### src/mscrc_pkg.sv
// ----------------------------------------------------------------------------
// mscrc_pkg
// shared types, polynomials and byte fold functions of the crc engine
// ----------------------------------------------------------------------------
package mscrc_pkg;

    localparam int unsigned CRC_W      = 64;
    localparam int unsigned BYTE_W     = 8;
    localparam int unsigned VARIANT_W  = 3;

    typedef enum logic [VARIANT_W-1:0] {
        VAR_J1850 = 3'd0,
        VAR_H2F   = 3'd1,
        VAR_CCITT = 3'd2,
        VAR_ETH   = 3'd3,
        VAR_P4    = 3'd4,
        VAR_ECMA  = 3'd5
    } variant_t;

    localparam logic [7:0]  POLY_J1850 = 8'h1D;
    localparam logic [7:0]  POLY_H2F   = 8'h2F;
    localparam logic [15:0] POLY_CCITT = 16'h1021;
    localparam logic [31:0] RPOLY_ETH  = 32'hEDB8_8320;
    localparam logic [31:0] RPOLY_P4   = 32'hC8DF_352F;
    localparam logic [63:0] RPOLY_ECMA = 64'hC96C_5795_D787_0F42;

    localparam logic [CRC_W-1:0] CRC_ALL_ONES = {CRC_W{1'b1}};

    // unused codes fall back to j1850
    function automatic variant_t decode_variant(input logic [VARIANT_W-1:0] code);
        variant_t v;
        case (code)
            VAR_H2F:   v = VAR_H2F;
            VAR_CCITT: v = VAR_CCITT;
            VAR_ETH:   v = VAR_ETH;
            VAR_P4:    v = VAR_P4;
            VAR_ECMA:  v = VAR_ECMA;
            default:   v = VAR_J1850;
        endcase
        return v;
    endfunction

    function automatic logic [CRC_W-1:0] width_mask(input variant_t v);
        logic [CRC_W-1:0] m;
        case (v)
            VAR_CCITT:       m = {{(CRC_W-16){1'b0}}, 16'hFFFF};
            VAR_ETH, VAR_P4: m = {{(CRC_W-32){1'b0}}, 32'hFFFF_FFFF};
            VAR_ECMA:        m = CRC_ALL_ONES;
            default:         m = {{(CRC_W-8){1'b0}}, 8'hFF};
        endcase
        return m;
    endfunction

    function automatic logic [7:0] fold_msb8(input logic [7:0] crc,
                                             input logic [7:0] data,
                                             input logic [7:0] poly);
        logic [7:0] c;
        c = crc ^ data;
        for (int i = 0; i < 8; i++)
        begin
            c = c[7] ? ((c << 1) ^ poly) : (c << 1);
        end
        return c;
    endfunction

    function automatic logic [15:0] fold_msb16(input logic [15:0] crc,
                                               input logic [7:0]  data,
                                               input logic [15:0] poly);
        logic [15:0] c;
        c = crc ^ {data, 8'h00};
        for (int i = 0; i < 8; i++)
        begin
            c = c[15] ? ((c << 1) ^ poly) : (c << 1);
        end
        return c;
    endfunction

    function automatic logic [31:0] fold_lsb32(input logic [31:0] crc,
                                               input logic [7:0]  data,
                                               input logic [31:0] rpoly);
        logic [31:0] c;
        c = crc ^ {24'h0, data};
        for (int i = 0; i < 8; i++)
        begin
            c = c[0] ? ((c >> 1) ^ rpoly) : (c >> 1);
        end
        return c;
    endfunction

    function automatic logic [63:0] fold_lsb64(input logic [63:0] crc,
                                               input logic [7:0]  data,
                                               input logic [63:0] rpoly);
        logic [63:0] c;
        c = crc ^ {56'h0, data};
        for (int i = 0; i < 8; i++)
        begin
            c = c[0] ? ((c >> 1) ^ rpoly) : (c >> 1);
        end
        return c;
    endfunction

endpackage

### src/mscrc_ifs.sv
// ----------------------------------------------------------------------------
// mscrc interfaces
// valid/ready channels for message bytes, crc results and configuration
// ----------------------------------------------------------------------------
interface mscrc_byte_if;
    logic                            valid;
    logic                            ready;
    logic [mscrc_pkg::BYTE_W-1:0]    data_byte;
    logic                            carries_byte;
    logic                            end_of_message;

    modport source (output valid, output data_byte, output carries_byte,
                    output end_of_message, input ready);
    modport sink   (input valid, input data_byte, input carries_byte,
                    input end_of_message, output ready);
endinterface

interface mscrc_result_if;
    logic                            valid;
    logic                            ready;
    logic [mscrc_pkg::CRC_W-1:0]     crc_value;

    modport source (output valid, output crc_value, input ready);
    modport sink   (input valid, input crc_value, output ready);
endinterface

interface mscrc_cfg_if;
    logic                            valid;
    logic                            ready;
    logic [mscrc_pkg::VARIANT_W-1:0] crc_variant;

    modport source (output valid, output crc_variant, input ready);
    modport sink   (input valid, input crc_variant, output ready);
endinterface

### src/multi_standard_crc_engine.sv
// ----------------------------------------------------------------------------
// multi_standard_crc_engine
// byte-stream crc engine for six standard crc-8/16/32/64 variants
// ----------------------------------------------------------------------------
// byte_in carries one item per transfer: data_byte, carries_byte and
// end_of_message. an item with carries_byte folds its byte into the running
// crc; an item with end_of_message emits one transfer on crc_out holding the
// final crc (zero-extended to 64 bits) and re-arms the register to all ones.
// cfg selects the variant and is always ready; write it only while idle.
// an item is captured in an input register and folded from there by the
// byte-wide xor network; a closing item's result is loaded into the output
// register, from which the result transfer is made. one item per cycle is
// sustained while no closing item waits for the output register; the bound
// is the combinational fold feeding the running crc.
// when crc_out stalls, the result holds in the output register, one closing
// item may wait in the input register, and byte_in drops ready only when
// that waiting item is a closing one. bytes without end_of_message keep
// flowing while the result waits. reset selects crc-8 j1850 and sets the
// running crc to all ones.
// ----------------------------------------------------------------------------
module multi_standard_crc_engine (
    input  logic                   clk,
    input  logic                   rst_n,
    mscrc_byte_if.sink             byte_in,
    mscrc_result_if.source         crc_out,
    mscrc_cfg_if.sink              cfg
);

    logic [mscrc_pkg::VARIANT_W-1:0] variant_reg;
    mscrc_pkg::variant_t             variant;

    logic                            s1_valid_reg;
    logic                            s1_valid_next;
    logic [mscrc_pkg::BYTE_W-1:0]    s1_byte_reg;
    logic                            s1_carries_reg;
    logic                            s1_eom_reg;

    logic [mscrc_pkg::CRC_W-1:0]     running_crc_reg;
    logic [mscrc_pkg::CRC_W-1:0]     running_crc_next;

    logic                            o_valid_reg;
    logic                            o_valid_next;
    logic [mscrc_pkg::CRC_W-1:0]     o_crc_reg;

    logic [mscrc_pkg::CRC_W-1:0]     fold_crc;
    logic [mscrc_pkg::CRC_W-1:0]     fold_final;

    logic                            in_xfer;
    logic                            out_free;
    logic                            s1_fire;

    assign variant = mscrc_pkg::decode_variant(variant_reg);

    // configuration
    assign cfg.ready = 1'b1;

    always_ff @(posedge clk or negedge rst_n)
    begin
        if (!rst_n)
        begin
            variant_reg <= '0;
        end
        else if (cfg.valid)
        begin
            variant_reg <= cfg.crc_variant;
        end
    end

    // handshake
    assign out_free      = !o_valid_reg || crc_out.ready;
    assign s1_fire       = s1_valid_reg && (!s1_eom_reg || out_free);
    assign byte_in.ready = !s1_valid_reg || s1_fire;
    assign in_xfer       = byte_in.valid && byte_in.ready;

    // input register
    always_comb
    begin
        if (in_xfer)
            s1_valid_next = 1'b1;
        else if (s1_fire)
            s1_valid_next = 1'b0;
        else
            s1_valid_next = s1_valid_reg;
    end

    always_ff @(posedge clk or negedge rst_n)
    begin
        if (!rst_n)
        begin
            s1_valid_reg <= 1'b0;
        end
        else
        begin
            s1_valid_reg <= s1_valid_next;
        end
    end

    always_ff @(posedge clk)
    begin
        if (in_xfer)
        begin
            s1_byte_reg    <= byte_in.data_byte;
            s1_carries_reg <= byte_in.carries_byte;
            s1_eom_reg     <= byte_in.end_of_message;
        end
    end

    // byte fold
    mscrc_fold u_fold (
        .variant      (variant),
        .crc_in       (running_crc_reg),
        .data_byte    (s1_byte_reg),
        .carries_byte (s1_carries_reg),
        .crc_out      (fold_crc),
        .crc_final    (fold_final)
    );

    always_comb
    begin
        running_crc_next = running_crc_reg;
        if (s1_fire)
        begin
            running_crc_next = s1_eom_reg ? mscrc_pkg::CRC_ALL_ONES : fold_crc;
        end
    end

    always_ff @(posedge clk or negedge rst_n)
    begin
        if (!rst_n)
        begin
            running_crc_reg <= mscrc_pkg::CRC_ALL_ONES;
        end
        else
        begin
            running_crc_reg <= running_crc_next;
        end
    end

    // result register
    always_comb
    begin
        if (s1_fire && s1_eom_reg)
            o_valid_next = 1'b1;
        else if (crc_out.ready)
            o_valid_next = 1'b0;
        else
            o_valid_next = o_valid_reg;
    end

    always_ff @(posedge clk or negedge rst_n)
    begin
        if (!rst_n)
        begin
            o_valid_reg <= 1'b0;
        end
        else
        begin
            o_valid_reg <= o_valid_next;
        end
    end

    always_ff @(posedge clk)
    begin
        if (s1_fire && s1_eom_reg)
        begin
            o_crc_reg <= fold_final;
        end
    end

    assign crc_out.valid     = o_valid_reg;
    assign crc_out.crc_value = o_crc_reg;

    // checks
    a_rearm_after_close: assert property (@(posedge clk) disable iff (!rst_n)
        (s1_fire && s1_eom_reg) |=> (running_crc_reg == mscrc_pkg::CRC_ALL_ONES))
        else $error("running crc not re-armed after closing item");

    a_idle_item_keeps_crc: assert property (@(posedge clk) disable iff (!rst_n)
        (s1_fire && !s1_eom_reg && !s1_carries_reg) |=> $stable(running_crc_reg))
        else $error("idle item changed the running crc");

    a_close_loads_result: assert property (@(posedge clk) disable iff (!rst_n)
        (s1_fire && s1_eom_reg) |=> o_valid_reg)
        else $error("closing item produced no result");

    a_no_overwrite: assert property (@(posedge clk) disable iff (!rst_n)
        (o_valid_reg && !crc_out.ready) |-> !(s1_fire && s1_eom_reg))
        else $error("pending result overwritten");

endmodule

### src/mscrc_fold.sv
// ----------------------------------------------------------------------------
// mscrc_fold
// folds one byte into the running crc and forms the final value
// ----------------------------------------------------------------------------
module mscrc_fold (
    input  mscrc_pkg::variant_t                variant,
    input  logic [mscrc_pkg::CRC_W-1:0]        crc_in,
    input  logic [mscrc_pkg::BYTE_W-1:0]       data_byte,
    input  logic                               carries_byte,
    output logic [mscrc_pkg::CRC_W-1:0]        crc_out,
    output logic [mscrc_pkg::CRC_W-1:0]        crc_final
);

    logic [mscrc_pkg::CRC_W-1:0] mask;
    logic [mscrc_pkg::CRC_W-1:0] cur;
    logic [mscrc_pkg::CRC_W-1:0] folded;

    assign mask = mscrc_pkg::width_mask(variant);
    assign cur  = crc_in & mask;

    always_comb
    begin
        case (variant)
            mscrc_pkg::VAR_H2F:
                folded = {56'h0, mscrc_pkg::fold_msb8(cur[7:0], data_byte,
                                                      mscrc_pkg::POLY_H2F)};
            mscrc_pkg::VAR_CCITT:
                folded = {48'h0, mscrc_pkg::fold_msb16(cur[15:0], data_byte,
                                                       mscrc_pkg::POLY_CCITT)};
            mscrc_pkg::VAR_ETH:
                folded = {32'h0, mscrc_pkg::fold_lsb32(cur[31:0], data_byte,
                                                       mscrc_pkg::RPOLY_ETH)};
            mscrc_pkg::VAR_P4:
                folded = {32'h0, mscrc_pkg::fold_lsb32(cur[31:0], data_byte,
                                                       mscrc_pkg::RPOLY_P4)};
            mscrc_pkg::VAR_ECMA:
                folded = mscrc_pkg::fold_lsb64(cur, data_byte, mscrc_pkg::RPOLY_ECMA);
            default:
                folded = {56'h0, mscrc_pkg::fold_msb8(cur[7:0], data_byte,
                                                      mscrc_pkg::POLY_J1850)};
        endcase
    end

    logic [mscrc_pkg::CRC_W-1:0] cur_after;

    assign cur_after = carries_byte ? folded : cur;
    assign crc_out   = (crc_in & ~mask) | cur_after;

    // ccitt-false has no final inversion
    assign crc_final = (variant == mscrc_pkg::VAR_CCITT) ? cur_after : (~cur_after & mask);

endmodule

### src/flat_wrapper.sv
// flat-port wrapper written by rule: the top's interface ports become plain ports
module multi_standard_crc_engine_flat 
  (clk, rst_n, byte_in_valid, byte_in_data_byte, byte_in_carries_byte, byte_in_end_of_message, byte_in_ready, crc_out_valid, crc_out_crc_value, crc_out_ready, cfg_valid, cfg_crc_variant, cfg_ready);
  mscrc_byte_if byte_in_i ();
  mscrc_result_if crc_out_i ();
  mscrc_cfg_if cfg_i ();
  input  logic clk;
  input  logic rst_n;
  input wire logic [$bits(byte_in_i.valid)-1:0] byte_in_valid;
  input wire logic [$bits(byte_in_i.data_byte)-1:0] byte_in_data_byte;
  input wire logic [$bits(byte_in_i.carries_byte)-1:0] byte_in_carries_byte;
  input wire logic [$bits(byte_in_i.end_of_message)-1:0] byte_in_end_of_message;
  output wire logic [$bits(byte_in_i.ready)-1:0] byte_in_ready;
  output wire logic [$bits(crc_out_i.valid)-1:0] crc_out_valid;
  output wire logic [$bits(crc_out_i.crc_value)-1:0] crc_out_crc_value;
  input wire logic [$bits(crc_out_i.ready)-1:0] crc_out_ready;
  input wire logic [$bits(cfg_i.valid)-1:0] cfg_valid;
  input wire logic [$bits(cfg_i.crc_variant)-1:0] cfg_crc_variant;
  output wire logic [$bits(cfg_i.ready)-1:0] cfg_ready;
  assign byte_in_i.valid = byte_in_valid;
  assign byte_in_i.data_byte = byte_in_data_byte;
  assign byte_in_i.carries_byte = byte_in_carries_byte;
  assign byte_in_i.end_of_message = byte_in_end_of_message;
  assign byte_in_ready = byte_in_i.ready;
  assign crc_out_valid = crc_out_i.valid;
  assign crc_out_crc_value = crc_out_i.crc_value;
  assign crc_out_i.ready = crc_out_ready;
  assign cfg_i.valid = cfg_valid;
  assign cfg_i.crc_variant = cfg_crc_variant;
  assign cfg_ready = cfg_i.ready;
  multi_standard_crc_engine u_core (.clk(clk), .rst_n(rst_n), .byte_in(byte_in_i), .crc_out(crc_out_i), .cfg(cfg_i));
endmodule
### config.mk
export PLATFORM = sky130hd
export DESIGN_NAME = multi_standard_crc_engine_flat
export DESIGN_NICKNAME = d
export VERILOG_FILES = /design/src/mscrc_pkg.sv /design/src/mscrc_ifs.sv /design/src/multi_standard_crc_engine.sv /design/src/mscrc_fold.sv /design/src/flat_wrapper.sv
export SDC_FILE = /design/constraint.sdc
export NUM_CORES = 1
export LEC_CHECK = 0
export CAP_MARGIN = 20
export CORE_ASPECT_RATIO = 0.5
export CORE_UTILIZATION = 60
export CTS_CLUSTER_DIAMETER = 150
export DETAILED_ROUTE_END_ITERATION = 10
export DONT_BUFFER_PORTS = 1
export PLACE_DENSITY_LB_ADDON = 0.08
export SLEW_MARGIN = 20
export SYNTH_ARGS = -nofsm -noshare
export SYNTH_HDL_FRONTEND = slang
export SYNTH_SLANG_ARGS = --single-unit
export TNS_END_PERCENT = 50
### constraint.sdc
create_clock -name clk -period 9 [get_ports clk]
set_input_delay 1.8 -clock clk [delete_from_list [all_inputs] [get_ports clk]]
set_output_delay 1.8 -clock clk [all_outputs]
set_load 0.01 [all_outputs]
==> flow_metrics.env <==
export IMPL_status="completed"
export IMPL_placed_cells=1221
export IMPL_die_w_um=191
export IMPL_ctsResizeCount=0
export IMPL_total_leakage_power_nw=4.52
export IMPL_clockBufferDepth=2
export IMPL_area_delta_synth_final_pct=8.35
export IMPL_mostFrequentLayoutCells="134 x xnor2_1, 109 x nand2_1, 92 x o21ai_0, 75 x nor2_1, 74 x edfxtp_1"
export IMPL_synth_edff_count=74
export IMPL_num_nets_final=1026
export IMPL_cts_root_buf="clkbuf_16"
export IMPL_end_kind="register"
export IMPL_antenna_found_initial=1
export IMPL_use_met1_pct=57.2
export IMPL_synth_area_um2=10700
export IMPL_synth_avg_cell_area_um2=10.3
export IMPL_finalSetupViolCount=0
export IMPL_r2r_end="u_core.crc_out.crc_value[13]"
export IMPL_drtIter0Drc=1008
export IMPL_synth_flop_cell="edfxtp_1"
export IMPL_synth_warnings=0
export IMPL_holdBufCountCts=0
export IMPL_ys_types=76
export IMPL_slew_violations=0
export IMPL_fin_crit_sh_pct=49.5
export IMPL_wl_per_cell_um=28.7
export IMPL_synth_fp_nets=1056
export IMPL_die_area_um2=18300
export IMPL_start_util_pct=61.3
export IMPL_path_cells="inv_1 -> ha_1 -> maj3_1 -> nor3_4 -> a222oi_1 -> a21oi_1 -> nor4_1 -> a311o_1"
export IMPL_ios=85
export IMPL_cts_tree="done"
export IMPL_max_stage_delay_ps=1020
export IMPL_viasPerCell=6.93
export IMPL_crit_type="reg -> reg"
export IMPL_rows=34
export IMPL_top_usage_layer="met2"
export IMPL_dpl_hpwl_um=24400
export IMPL_htree_levels=4
export IMPL_drt_total_wl_um=36000
export IMPL_worstRegToRegCells=8
export IMPL_postSynth_asyncResetShare_pct=48.3
export IMPL_die_y_um=96.3
export IMPL_peakVddDrop_v=0.000204
export IMPL_final_common_cell="xnor2_1"
export IMPL_cts_sinks=143
export IMPL_max_slew_margin_pct=21.5
export IMPL_whs_path_depth=2
export IMPL_fin_skew_ps=12.7
export IMPL_utilization_pct=66.4
export IMPL_maxCapViolCount=0
export IMPL_core_um2=17400
export IMPL_hold_slack_ps=474
export IMPL_tightestPinTransition_ps=1170
export IMPL_clk_pin_slew_ps=70
export IMPL_final_layout_size_suffix_gt1_share_pct=16.1
export IMPL_min_from="u_core.running_crc_reg[54]"
export IMPL_max_freq_mhz=225
export IMPL_yosys_register_bits=143
export IMPL_finalSetupTns_ps=0
export IMPL_clkLatencyLatePin_ps=440
export IMPL_grt_util_met3_pct=14.4
export IMPL_rsz0062_at_grt="false"
export IMPL_use_met2_pct=57.9
export IMPL_ant_nets=0
export IMPL_netlist_instances=1036
export IMPL_grt_overflow=0
export IMPL_slowest_stage="nor3_4"
export IMPL_place_gp_congestion=1.01
export IMPL_postCtsSetupBuffers=0
export IMPL_r2r_start="u_core.variant_reg[1]"
export IMPL_worstPathArrival_ps=4630
export IMPL_synth_top_cell_area_share_pct=20.8
export IMPL_cp_max_fo=27
export IMPL_reg2reg_slack_ps=4550
export IMPL_whs_endpoint="u_core.running_crc_reg[54]"
export IMPL_seq_area_frac_synth_pct=37.8
export IMPL_synth_area_top_cells="edfxtp_1 21%, dfstp_2 16%, xnor2_1 11%"
export IMPL_hold_path_class="reg -> reg"
export IMPL_remaining_drc_errors=0
export IMPL_fill_cells=1331
export IMPL_final_cells=1254
export IMPL_grt_first_pass_wirelength_um=53000
export IMPL_grt_pass1_vias=7997
export IMPL_yosys_area_top_type="edfxtp_1"
export IMPL_fin_crit_ps=4450
export IMPL_cts_inserted_buffers=17
export IMPL_cp_start_kind="register"
export IMPL_vias=8688
export IMPL_hold_viol=0
export IMPL_grt_max_degree=70
export IMPL_dr_pass1_iters=8
export IMPL_gr_usage_all_layers_pct=40.9
export IMPL_powerDensity_nw_per_um2=427
export IMPL_port_buffers=0
export IMPL_crit_required_ps=9180
critical path: cells and delay by family (launching register included):
| kind | cells | cell delay, ps |
|---|---|---|
| fa+ha+maj | 2 | 1430 |
| simple gates | 2 | 1120 |
| compound gates | 3 | 1090 |
| flops | 1 | 450 |
| buf+inv | 1 | 90 |
cells in the mapped netlist, types with 14 or more instances:
cell	count
buf_2	15
xnor3_1	44
xor2_1	40
o22ai_1	14
o21ai_0	94
a21oi_1	27
xnor2_1	136
nor2b_1	15
inv_1	15
edfxtp_1	74
a221oi_1	21
clkbuf_1	55
nor2_1	76
nand2_1	109
dfstp_2	64
power by group:
| group | total (mW) | switching (mW) | internal (mW) |
|---|---|---|---|
| clock network | 0.805 | 0.314 | 0.491 |
| logic | 3.21 | 1.76 | 1.45 |
| registers | 0.925 | 0.109 | 0.816 |
| total | 4.94 | 2.18 | 2.75 |
kinds of logic after synthesis:
logic type / after synthesis / synth area share [%]
xor+xnor: 243 / 28.0
other cells: 1 / 0.0352
mux: 13 / 1.22
fa+ha+maj: 3 / 0.328
compound gates: 278 / 18.1
simple gates: 262 / 11.0
flops: 143 / 37.8
buf+inv: 93 / 3.57
worst max path at each step:
stage,end,depth (start not counted),startpoint
6_report,u_core.crc_out.crc_value[13],8,u_core.variant_reg[1]
5_1_grt,u_core.crc_out.crc_value[14],9,u_core.variant_reg[1]
4_1_cts,u_core.crc_out.crc_value[15],10,u_core.variant_reg[1]
3_5_place_dp,u_core.crc_out.crc_value[15],10,u_core.variant_reg[1]
3_3_place_gp,u_core.crc_out.crc_value[59],8,u_core.variant_reg[1]
2_1_floorplan,u_core.crc_out.crc_value[0],5,crc_out_ready
area by class of cell:
type / count / area (um^2) / share of cell area (%)
Antenna cell: 1 / 2.50 / 0.0217
Clock buffer: 23 / 512 / 4.43
Clock inverter: 9 / 143 / 1.23
Inverter: 15 / 56.3 / 0.487
Multi-Input combinational cell: 800 / 6300 / 54.5
Sequential cell: 143 / 4030 / 34.9
Tap cell: 234 / 293 / 2.53
Timing Repair Buffer: 29 / 218 / 1.88
metal layers:
metal / wire, um / vias up / share of wire, %
met2: 14800 / 632 / 41
met3: 4890 / 96 / 14
met5: 13 / - / 0.036
li1: - / 3691 / -
met1: 15200 / 4267 / 42
met4: 1060 / 2 / 2.9
through the flow:
step                power [mW]  instance area (um^2)  worst slack, ps
floorplan                 3.21                 10700             4890
global placement          3.99                 10900             4620
detailed placement        4.00                 10900             4710
CTS                       4.82                 11500             4660
global route              5.11                 11600             4360
finish                    4.94                 11600             4550
Power figures use the tool's default switching activity.
